## config.mk

```make
export PLATFORM = sky130hd
export DESIGN_NAME = ipv4_dotted_quad_parser_core
export DESIGN_NICKNAME = d
export VERILOG_FILES = /design/src/hw/rtl/ipv4dq_pkg.sv /design/src/hw/rtl/ipv4_dotted_quad_parser_core.sv
export SDC_FILE = /design/constraint.sdc
export NUM_CORES = 1
export LEC_CHECK = 0
export BUFFER_PORTS_ARGS = -buffer_cell sky130_fd_sc_hd__buf_2
export CORE_MARGIN = 4
export CORE_UTILIZATION = 58
export DETAILED_ROUTE_END_ITERATION = 8
export GPL_ROUTABILITY_DRIVEN = 1
export PLACE_DENSITY_LB_ADDON = 0.05
export SYNTH_ARGS = -nofsm -noshare
export SYNTH_HDL_FRONTEND = slang
export SYNTH_SLANG_ARGS = --single-unit
```

## constraint.sdc

```tcl
create_clock -name i_clk -period 4.45 [get_ports i_clk]
set_input_delay 0.2225 -clock i_clk [delete_from_list [all_inputs] [get_ports i_clk]]
set_output_delay 0.2225 -clock i_clk [all_outputs]
set_load 0.02 [all_outputs]
```

## src/hw/rtl/ipv4dq_pkg.sv

```systemverilog
package ipv4dq_pkg;

    localparam logic [7:0]  CH_NUL  = 8'h00;
    localparam logic [7:0]  CH_ZERO = 8'h30;
    localparam logic [7:0]  CH_NINE = 8'h39;
    localparam logic [7:0]  CH_DOT  = 8'h2E;
    localparam logic [11:0] OCT_MAX = 12'd255;
    localparam logic [1:0]  DIG_MAX = 2'd3;
    localparam logic [1:0]  LAST_PART = 2'd3;
    localparam logic [3:0]  RADIX   = 4'd10;
    localparam int          NUM_DONE = 3;

    typedef struct packed {
        logic [1:0]                    part_index;
        logic [1:0]                    digit_count;
        logic [7:0]                    running_value;
        logic [NUM_DONE-1:0][7:0]      done_octets;
        logic                          failed_flag;
    } t_parse_state;

    localparam t_parse_state STATE_CLEAR = '0;

endpackage

```

## src/hw/rtl/ipv4_dotted_quad_parser_core.sv

```systemverilog
// An accepted character lands in the input register, and the result of a NUL terminator
// is written from there to the output register once the terminator can advance.
// Throughput: one character per cycle; the parse state is updated in a single pass.
// The input stalls only while a terminator waits behind a stalled result.
// Reset (synchronous, active low) clears the parse state and both valid flags.
module ipv4_dotted_quad_parser_core (
    input  logic        i_clk,
    input  logic        i_rst_n,
    input  logic        i_valid,
    output logic        o_stall,
    input  logic [7:0]  i_char_in,
    output logic        o_valid,
    input  logic        i_stall,
    output logic        o_parse_ok,
    output logic [31:0] o_ip_address
);

    logic                     r_in_valid;
    logic [7:0]               r_char;
    ipv4dq_pkg::t_parse_state r_state;
    ipv4dq_pkg::t_parse_state n_state;
    logic                     r_out_valid;
    logic                     r_parse_ok;
    logic [31:0]              r_ip_address;
    logic                     n_parse_ok;
    logic [31:0]              n_ip_address;

    logic        advance;
    logic        is_term;
    logic [11:0] next_value;

    assign is_term = (r_char == ipv4dq_pkg::CH_NUL);
    // A terminator needs the output register to be free or draining.
    assign advance = r_in_valid && (!is_term || !r_out_valid || !i_stall);
    assign o_stall = r_in_valid && !advance;

    assign next_value = (12'(r_state.running_value) * 12'(ipv4dq_pkg::RADIX))
                      + 12'(r_char - ipv4dq_pkg::CH_ZERO);

    always_comb begin
        n_state      = r_state;
        n_parse_ok   = 1'b0;
        n_ip_address = '0;
        if (is_term) begin
            n_parse_ok = !r_state.failed_flag
                      && (r_state.part_index == ipv4dq_pkg::LAST_PART)
                      && (r_state.digit_count != 2'd0);
            if (n_parse_ok) begin
                n_ip_address = {r_state.done_octets[0], r_state.done_octets[1],
                                r_state.done_octets[2], r_state.running_value};
            end
            n_state = ipv4dq_pkg::STATE_CLEAR;
        end else if (!r_state.failed_flag) begin
            if (r_char >= ipv4dq_pkg::CH_ZERO && r_char <= ipv4dq_pkg::CH_NINE) begin
                if (r_state.digit_count >= ipv4dq_pkg::DIG_MAX
                    || next_value > ipv4dq_pkg::OCT_MAX) begin
                    n_state.failed_flag = 1'b1;
                end else begin
                    n_state.running_value = next_value[7:0];
                    n_state.digit_count   = r_state.digit_count + 2'd1;
                end
            end else if (r_char == ipv4dq_pkg::CH_DOT) begin
                if (r_state.digit_count == 2'd0
                    || r_state.part_index >= ipv4dq_pkg::LAST_PART) begin
                    n_state.failed_flag = 1'b1;
                end else begin
                    for (int k = 0; k < ipv4dq_pkg::NUM_DONE; k++) begin
                        if (r_state.part_index == 2'(k)) begin
                            n_state.done_octets[k] = r_state.running_value;
                        end
                    end
                    n_state.part_index    = r_state.part_index + 2'd1;
                    n_state.digit_count   = 2'd0;
                    n_state.running_value = 8'd0;
                end
            end else begin
                n_state.failed_flag = 1'b1;
            end
        end
    end

    always_ff @(posedge i_clk) begin
        if (!i_rst_n) begin
            r_in_valid  <= 1'b0;
            r_state     <= ipv4dq_pkg::STATE_CLEAR;
            r_out_valid <= 1'b0;
        end else begin
            if (!o_stall) begin
                r_in_valid <= i_valid;
            end
            if (advance) begin
                r_state <= n_state;
            end
            if (advance && is_term) begin
                r_out_valid <= 1'b1;
            end else if (!i_stall) begin
                r_out_valid <= 1'b0;
            end
        end
    end

    always_ff @(posedge i_clk) begin
        if (!o_stall && i_valid) begin
            r_char <= i_char_in;
        end
        if (advance && is_term) begin
            r_parse_ok   <= n_parse_ok;
            r_ip_address <= n_ip_address;
        end
    end

    assign o_valid      = r_out_valid;
    assign o_parse_ok   = r_parse_ok;
    assign o_ip_address = r_ip_address;

    a_fail_zero_addr: assert property (@(posedge i_clk) disable iff (!i_rst_n)
        (o_valid && !o_parse_ok) |-> (o_ip_address == 32'd0))
        else $error("failed parse shows a nonzero address");

    a_clear_after_term: assert property (@(posedge i_clk) disable iff (!i_rst_n)
        (advance && is_term) |=> (r_state == ipv4dq_pkg::STATE_CLEAR && o_valid))
        else $error("state not cleared or result missing after terminator");

    a_failed_swallows: assert property (@(posedge i_clk) disable iff (!i_rst_n)
        (advance && !is_term && r_state.failed_flag) |=> $stable(r_state))
        else $error("character changed state after a fault");

    a_stall_cause: assert property (@(posedge i_clk) disable iff (!i_rst_n)
        o_stall |-> (r_in_valid && is_term && r_out_valid && i_stall))
        else $error("input stalled without a blocked terminator");

endmodule
```

# After elaboration in Yosys (flattened, before gate mapping)
# Cells that the tools add are included.
# W data, S select, Z words.
# word_totals
register_bits,80
ram_bits,0
mem_count,0
inputBits,12
latchBits,0
mem_bits_ro,0
output_inout_bits,35
wordCells,81
# op_classes
n_eq_ne,10
n_mul,1
mux,17
magnitude_cmp,5
addsub,4
reduce_logical,32
n_shift,0
div_mod_pow,0
bitwise,0
# op_table
cell,n
$mux W37,2
$mux W36,2
$mux W24,1
$mux W8,3
$mux W10,2
$reduce_and A6 Y1,3
$add A12 B12 Y12,1
$gt A12 B8 Y1 const B,1
$mul A8 B3 Y11 const B,1
$reduce_and A5 Y1,2
$reduce_bool A2 Y1,5
$sub A8 B6 Y9 const B,1
$eq A8 B6 Y1 const B,1
$ge A8 B6 Y1 const B,1
$le A8 B6 Y1 const B,1
$logic_not A8 Y1,1
$logic_and A1 B1 Y1,7
$logic_not A1 Y1,6
$mux W1,6
$ne A3 B3 Y1 const B,2
$add A2 B1 Y2 const B,2
$eq A2 B2 Y1 const B,2
$ge A2 B2 Y1 const B,2
$logic_not A2 Y1,2
other kinds (7),12

# Logic depth before layout (Yosys ltp)
# logic_depth
ltp_word,9
ltp_mapped,18

# Worst setup path after synthesis
# No wires, ideal clock.
# synth_timing
kind,reg2reg
from,register r_state[26] in the netlist's numbering
to,register r_state[25] in the netlist's numbering
setup_slack_ps,1061
arrival_time_ps,3317
n_path_buf,1
path_stages_with_launch,19
cell_sequence,dfxtp_1 > ha_1 > ha_1 > inv_1 > fa_1 > nor2_1 > o21ai_0 > nor2b_1 > xnor2_1 > ha_1 > and3_1 > nand2_1 > a21oi_1 > mux2i_1 > nor4b_1 > nand4_1 > a31oi_1 > buf_6 > mux2i_1
# synth_between
elab_chain_cells,6
# synth_rtl
item,line,rtl
"start, declared",ipv4_dotted_quad_parser_core.sv:20,ipv4dq_pkg::t_parse_state r_state;
"start signal, assigned",ipv4_dotted_quad_parser_core.sv:85,r_state <= ipv4dq_pkg::STATE_CLEAR;
"start signal, assigned",ipv4_dotted_quad_parser_core.sv:92,r_state <= n_state;
$mul A8 B3 Y11,ipv4_dotted_quad_parser_core.sv:37,assign next_value = (12'(r_state.running_value) * 12'(ipv4dq_pkg::RADIX))
$add A12 B12 Y12,ipv4_dotted_quad_parser_core.sv:38,+ 12'(r_char - ipv4dq_pkg::CH_ZERO);
$gt A12 B8 Y1,ipv4_dotted_quad_parser_core.sv:56,|| next_value > ipv4dq_pkg::OCT_MAX) begin
$logic_or A1 B1 Y1,ipv4_dotted_quad_parser_core.sv:56,
$ne A3 B3 Y1 (no source line),--,
$reduce_and A5 Y1 (no source line),--,
# Every way passes these cells.
# A chain may end at the register's enable or synchronous reset.

# Worst setup path after layout
# layout_timing
from,register r_state[26] in the netlist's numbering
to,register r_state[32] in the netlist's numbering
# layout_between
elab_chain_cells,6
word_cells_on_any_way,10
# layout_rtl
item,line
$mul A8 B3 Y11 *,ipv4_dotted_quad_parser_core.sv:37
$add A12 B12 Y12 *,ipv4_dotted_quad_parser_core.sv:38
$gt A12 B8 Y1 / $mux W10 (equally long branches),"ipv4_dotted_quad_parser_core.sv:56, ipv4_dotted_quad_parser_core.sv:55"
$logic_or A1 B1 Y1 / $mux W10 (equally long branches),"ipv4_dotted_quad_parser_core.sv:56, ipv4_dotted_quad_parser_core.sv:54"
$ne A3 B3 Y1 (no source line) / $mux W37 (equally long branches),--
$reduce_and A5 Y1 (no source line) / $mux W37 (equally long branches),--
# Every way passes the cells marked *; elsewhere a longest branch is shown, timed or not. The select of a mux whose other input is x is not followed.

==> flow_summary.json <==
{
  "timing.critical_path.to": "r_state[32]",
  "sw_pwr_uw": 331.2,
  "cts.sinks": 80,
  "postSynth.topFlopCell": "sky130_fd_sc_hd__edfxtp_1",
  "area.growth.synth_to_final_pct": 12.59,
  "worst_path_most_repeated_cell": "sky130_fd_sc_hd__ha_1",
  "worst_setup_hold_path_clk_slew_ps": 80,
  "cell_area_after_placement_mm2": 0.004447,
  "design.final.nets": 466,
  "dp.cells": 506,
  "postCtsSetupRepairBufs": 0,
  "dr.first_iter.drc_count": 142,
  "core.rowCount": 30,
  "initial_standard_cell_utilization_of_the_core": 0.6047,
  "biggest_area_contributors_in_the_synthesized_netlist": "sky130_fd_sc_hd__edfxtp_1, sky130_fd_sc_hd__dfxtp_1, sky130_fd_sc_hd__ha_1",
  "share_comb_of_total_power": 0.049,
  "root_buffer": "sky130_fd_sc_hd__clkbuf_8",
  "postSynthRegisterBits": 80,
  "antennaDiodeCount": 0,
  "timing.critical_path.to_type": "flop",
  "longest_individual_stage_delay_on_the_worst_path_ps": 410,
  "finClkSkew_ps": 13.66,
  "peakVddDrop_v": 0.0002427,
  "detail_route.vias_per_cell": 5.349,
  "power_report.internal_total_mw": 1.134,
  "synth_top_family_by_area": "simple AND/OR/NAND/NOR gates",
  "area_share_of_the_largest_cell_type_after_synthesis": 0.2964,
  "hp-class": "input pin to flop",
  "grt_use_total": 0.1903,
  "setup.reg_to_reg.worst_slack_ps": 580,
  "post_synthesis_share_of_cell_area_spent_on_full_adders_half_adders_and_majority_gates": 0.1030,
  "wirelength_um": 7551,
  "status": "completed",
  "gp_congestion": 0.8899,
  "cell_at_the_slowest_stage_of_the_critical_path": "sky130_fd_sc_hd__fa_1",
  "clockBufferDepth": 2,
  "routed-wl-met2_um": 3566,
  "relative_slew_slack": 0.3459,
  "layout-drive-gt1-share": 0.1737,
  "dp_hpwl_um": 5341,
  "worst_r2r_startpoint": "r_state[26]",
  "timing_worst_slew_pin_value_ps": 981.1,
  "grt_pass1_vias": 2705,
  "ctsHtreeMaxLevel": 3,
  "timing.fmax_ghz": 0.2582,
  "synth_warn": 0,
  "cts_hold_buf": 0,
  "power_density_mw_per_mm2": 313.4,
  "fp.dieArea_mm2": 0.008580,
  "final-instance-count-excl-fill": 522,
  "syn_inst": 373,
  "timing.hold.worst.start": "i_char_in[1]",
  "numCtsBuffers": 9,
  "cts_resized": 0,
  "wl_met1_um": 3506,
  "syn_avg_cell_area_um2": 11.14,
  "clkPwrFrac": 0.415,
  "timing.setup.critical_path_class": "flop to flop",
  "fin_tns_setup_ps": 0,
  "top_level_ports": 47,
  "worstPathRequired_ps": 4730,
  "synth_edf_count": 41,
  "portBuffers": 46,
  "report.power.total_mw": 1.466,
  "synth-async-reset-ratio": 0,
  "synth_sequential_area_ratio": 0.4843,
  "worstPathMaxFanout": 10,
  "syn_area_mm2": 0.004154,
  "yosys-mux-area-fraction": 0.08434,
  "grt-ovfl-total": 0,
  "final_period_utilization": 0.8702,
  "clock_tree_from_tritoncts": "yes",
  "grt_pass1_wl_um": 12790,
  "flop_pwr_share": 0.536,
  "post_drt_wl_per_cell_um": 14.47,
  "final_period_minus_worst_setup_slack_ps": 3872,
  "p_leak_nw": 1.824,
  "grt_antenna_before_repair": 0,
  "start_kind": "flop",
  "parity_gate_share_of_the_synthesized_area_counting_xor_and_xnor_cells": 0.02892,
  "nFillCells": 527,
  "report.final.setup_viol": 0,
  "timing.critical_path.from": "r_state[26]",
  "drv_cap": 0,
  "synth.largest_area_cell": "sky130_fd_sc_hd__edfxtp_1",
  "dieHeight_um": 92.63,
  "highest_routed_metal_layer": "met4",
  "yosys.area_share.simple": 0.1979,
  "ant_nets": 0,
  "design.core.area_mm2": 0.006869,
  "worst_ep_arrival_time_ps": 4150,
  "drt_drc_violations_left": 0,
  "postLayoutCellArea_mm2": 0.004677,
  "drt-pass1-iter-count": 4,
  "unrepaired_setup_endpoints_after_global_routing": "no",
  "met3RoutedLength_um": 281,
  "route.vias.total": 2792,
  "crit_path_cell_trace": "ha_1, ha_1, inv_1, fa_1, nor2_1, o21ai_0, nor2b_1, xnor2_1, ha_1, and3_1, nand2_1, a21oi_1, mux2i_1, nor4b_1, nand4_1, a31oi_1, buf_4, mux2i_1",
  "clock_insertion_delay_at_the_later_pin_of_the_skew_report_ps": 360,
  "timing.reg2reg.worst_path_depth": 18,
  "synth_cell_types": 49,
  "final_hold_violation_count": 0,
  "synth_compound_area_frac": 0.07319,
  "drv_slew": 0,
  "horiz_die_dim_um": 92.63,
  "syn-num-nets": 418,
  "r2r-end": "r_state[32]",
  "grt_start_max_net_pins": 42,
  "switching_part_of_the_total_power": 0.2259
}
power by group through the flow:
stage | Sequential (mW) | Clock, mW | Combinational [mW]
floorplan | 0.800 | 0 | 0.0536
global placement | 0.802 | 0 | 0.0704
detailed placement | 0.803 | 0 | 0.0699
CTS | 0.786 | 0.624 | 0.0703
global route | 0.787 | 0.652 | 0.0787
finish | 0.786 | 0.608 | 0.0716
cell usage after synthesis (all sizes together) (3+ instances only):
cell type and number:
and3 4, a21o 5, edfxtp 41, dfxtp 39
and2 43, inv 12, clkbuf 6, a31oi 3
nor2 21, or2 3, o21a 3, xor2 4
nor3 5, a211oi 7, o21bai 3, nand2 31
a21boi 3, nor2b 27, buf 3, a21oi 5
o21ai 9, mux2i 35, xnor2 7, ha 31
critical path: cells and delay by family, from the launching register on:
kind / cells / cell delay (ps)
AO/OA/AOI/OAI: 3 / 450
XOR/XNOR: 1 / 130
adder cells (fa/ha/maj): 4 / 1250
buffers and inverters: 2 / 300
flip-flops: 1 / 380
multiplexers: 2 / 310
AND/OR/NAND/NOR: 6 / 980
layout make-up:
| class | instances | area [µm²] | share of cell area |
|---|---|---|---|
| multi-input combinational | 270 | 2024 | 0.4329 |
| clock inverter | 7 | 106.4 | 0.02274 |
| inverter | 12 | 45.04 | 0.009631 |
| sequential | 80 | 2012 | 0.4302 |
| timing repair buffer | 48 | 245.2 | 0.05243 |
| clock buffer | 9 | 123.9 | 0.02648 |
| tap | 96 | 120.1 | 0.02568 |
layer usage:
metal	GRT usage	vias up
li1	-	1405
met1	0.2486	1310
met2	0.3057	61
met3	0.03574	16
met4	0.09035	0
met5	0	-
sequential cells by signal, indices dropped and copies added, names as in the netlist:
register and cells:
r_state 37, o_ip_address 32, r_char 8, o_parse_ok 1, o_valid 1, r_in_valid 1
cells in the final DEF, fill, tap and decap left out, types with 3 or more instances in the layout:
| cell type | synthesis | final |
|---|---|---|
| sky130_fd_sc_hd__o21bai_1 | 3 | 3 |
| sky130_fd_sc_hd__ha_1 | 31 | 31 |
| sky130_fd_sc_hd__a21o_1 | 4 | 4 |
| sky130_fd_sc_hd__nor2_1 | 18 | 18 |
| sky130_fd_sc_hd__edfxtp_1 | 41 | 41 |
| sky130_fd_sc_hd__inv_1 | 12 | 12 |
| sky130_fd_sc_hd__xor2_1 | 4 | 4 |
| sky130_fd_sc_hd__nor2b_1 | 27 | 27 |
| sky130_fd_sc_hd__nor3_1 | 5 | 5 |
| sky130_fd_sc_hd__mux2i_1 | 35 | 35 |
| sky130_fd_sc_hd__buf_2 | 0 | 46 |
| sky130_fd_sc_hd__a31oi_1 | 3 | 3 |
| sky130_fd_sc_hd__and3_1 | 4 | 4 |
| sky130_fd_sc_hd__o21a_1 | 3 | 3 |
| sky130_fd_sc_hd__nor2_4 | 3 | 3 |
| sky130_fd_sc_hd__xnor2_1 | 7 | 7 |
| sky130_fd_sc_hd__dfxtp_1 | 39 | 39 |
| sky130_fd_sc_hd__inv_6 | 0 | 3 |
| sky130_fd_sc_hd__clkbuf_8 | 0 | 9 |
| sky130_fd_sc_hd__a211oi_1 | 5 | 5 |
| sky130_fd_sc_hd__and2_1 | 43 | 43 |
| sky130_fd_sc_hd__a21oi_1 | 5 | 5 |
| sky130_fd_sc_hd__o21ai_0 | 8 | 8 |
| sky130_fd_sc_hd__nand2_1 | 31 | 31 |
cell families (layout without fill, tap and decap cells):
kind of cell | Yosys count | after routing
compound gates | 43 | 43
xor+xnor | 12 | 12
fa+ha+maj | 33 | 33
buf+inv | 23 | 76
flops | 80 | 80
mux | 35 | 35
simple gates | 147 | 147
worst min path at each step:
stage / slack [ps] / end / cells past startpoint
after floorplan: 320 / r_char[0] / 0
after global placement: 400 / r_char[7] / 1
after detailed placement: 400 / r_char[3] / 1
after CTS: 20 / r_char[1] / 1
after global routing: 20 / r_char[4] / 1
final: 40 / r_char[1] / 1
through the flow:
step / setup slack (ps) / util / hold WS, ps
after CTS: 627.3 / 0.6809 / 22.75
after detailed placement: 654.6 / 0.6474 / 400.6
after global routing: 277.9 / 0.6809 / 23.46
after global placement: 771.3 / 0.6474 / 399.1
final: 577.7 / 0.6809 / 41.38
after floorplan: 1061 / - / 321.4
Power figures use the tool's default switching activity.
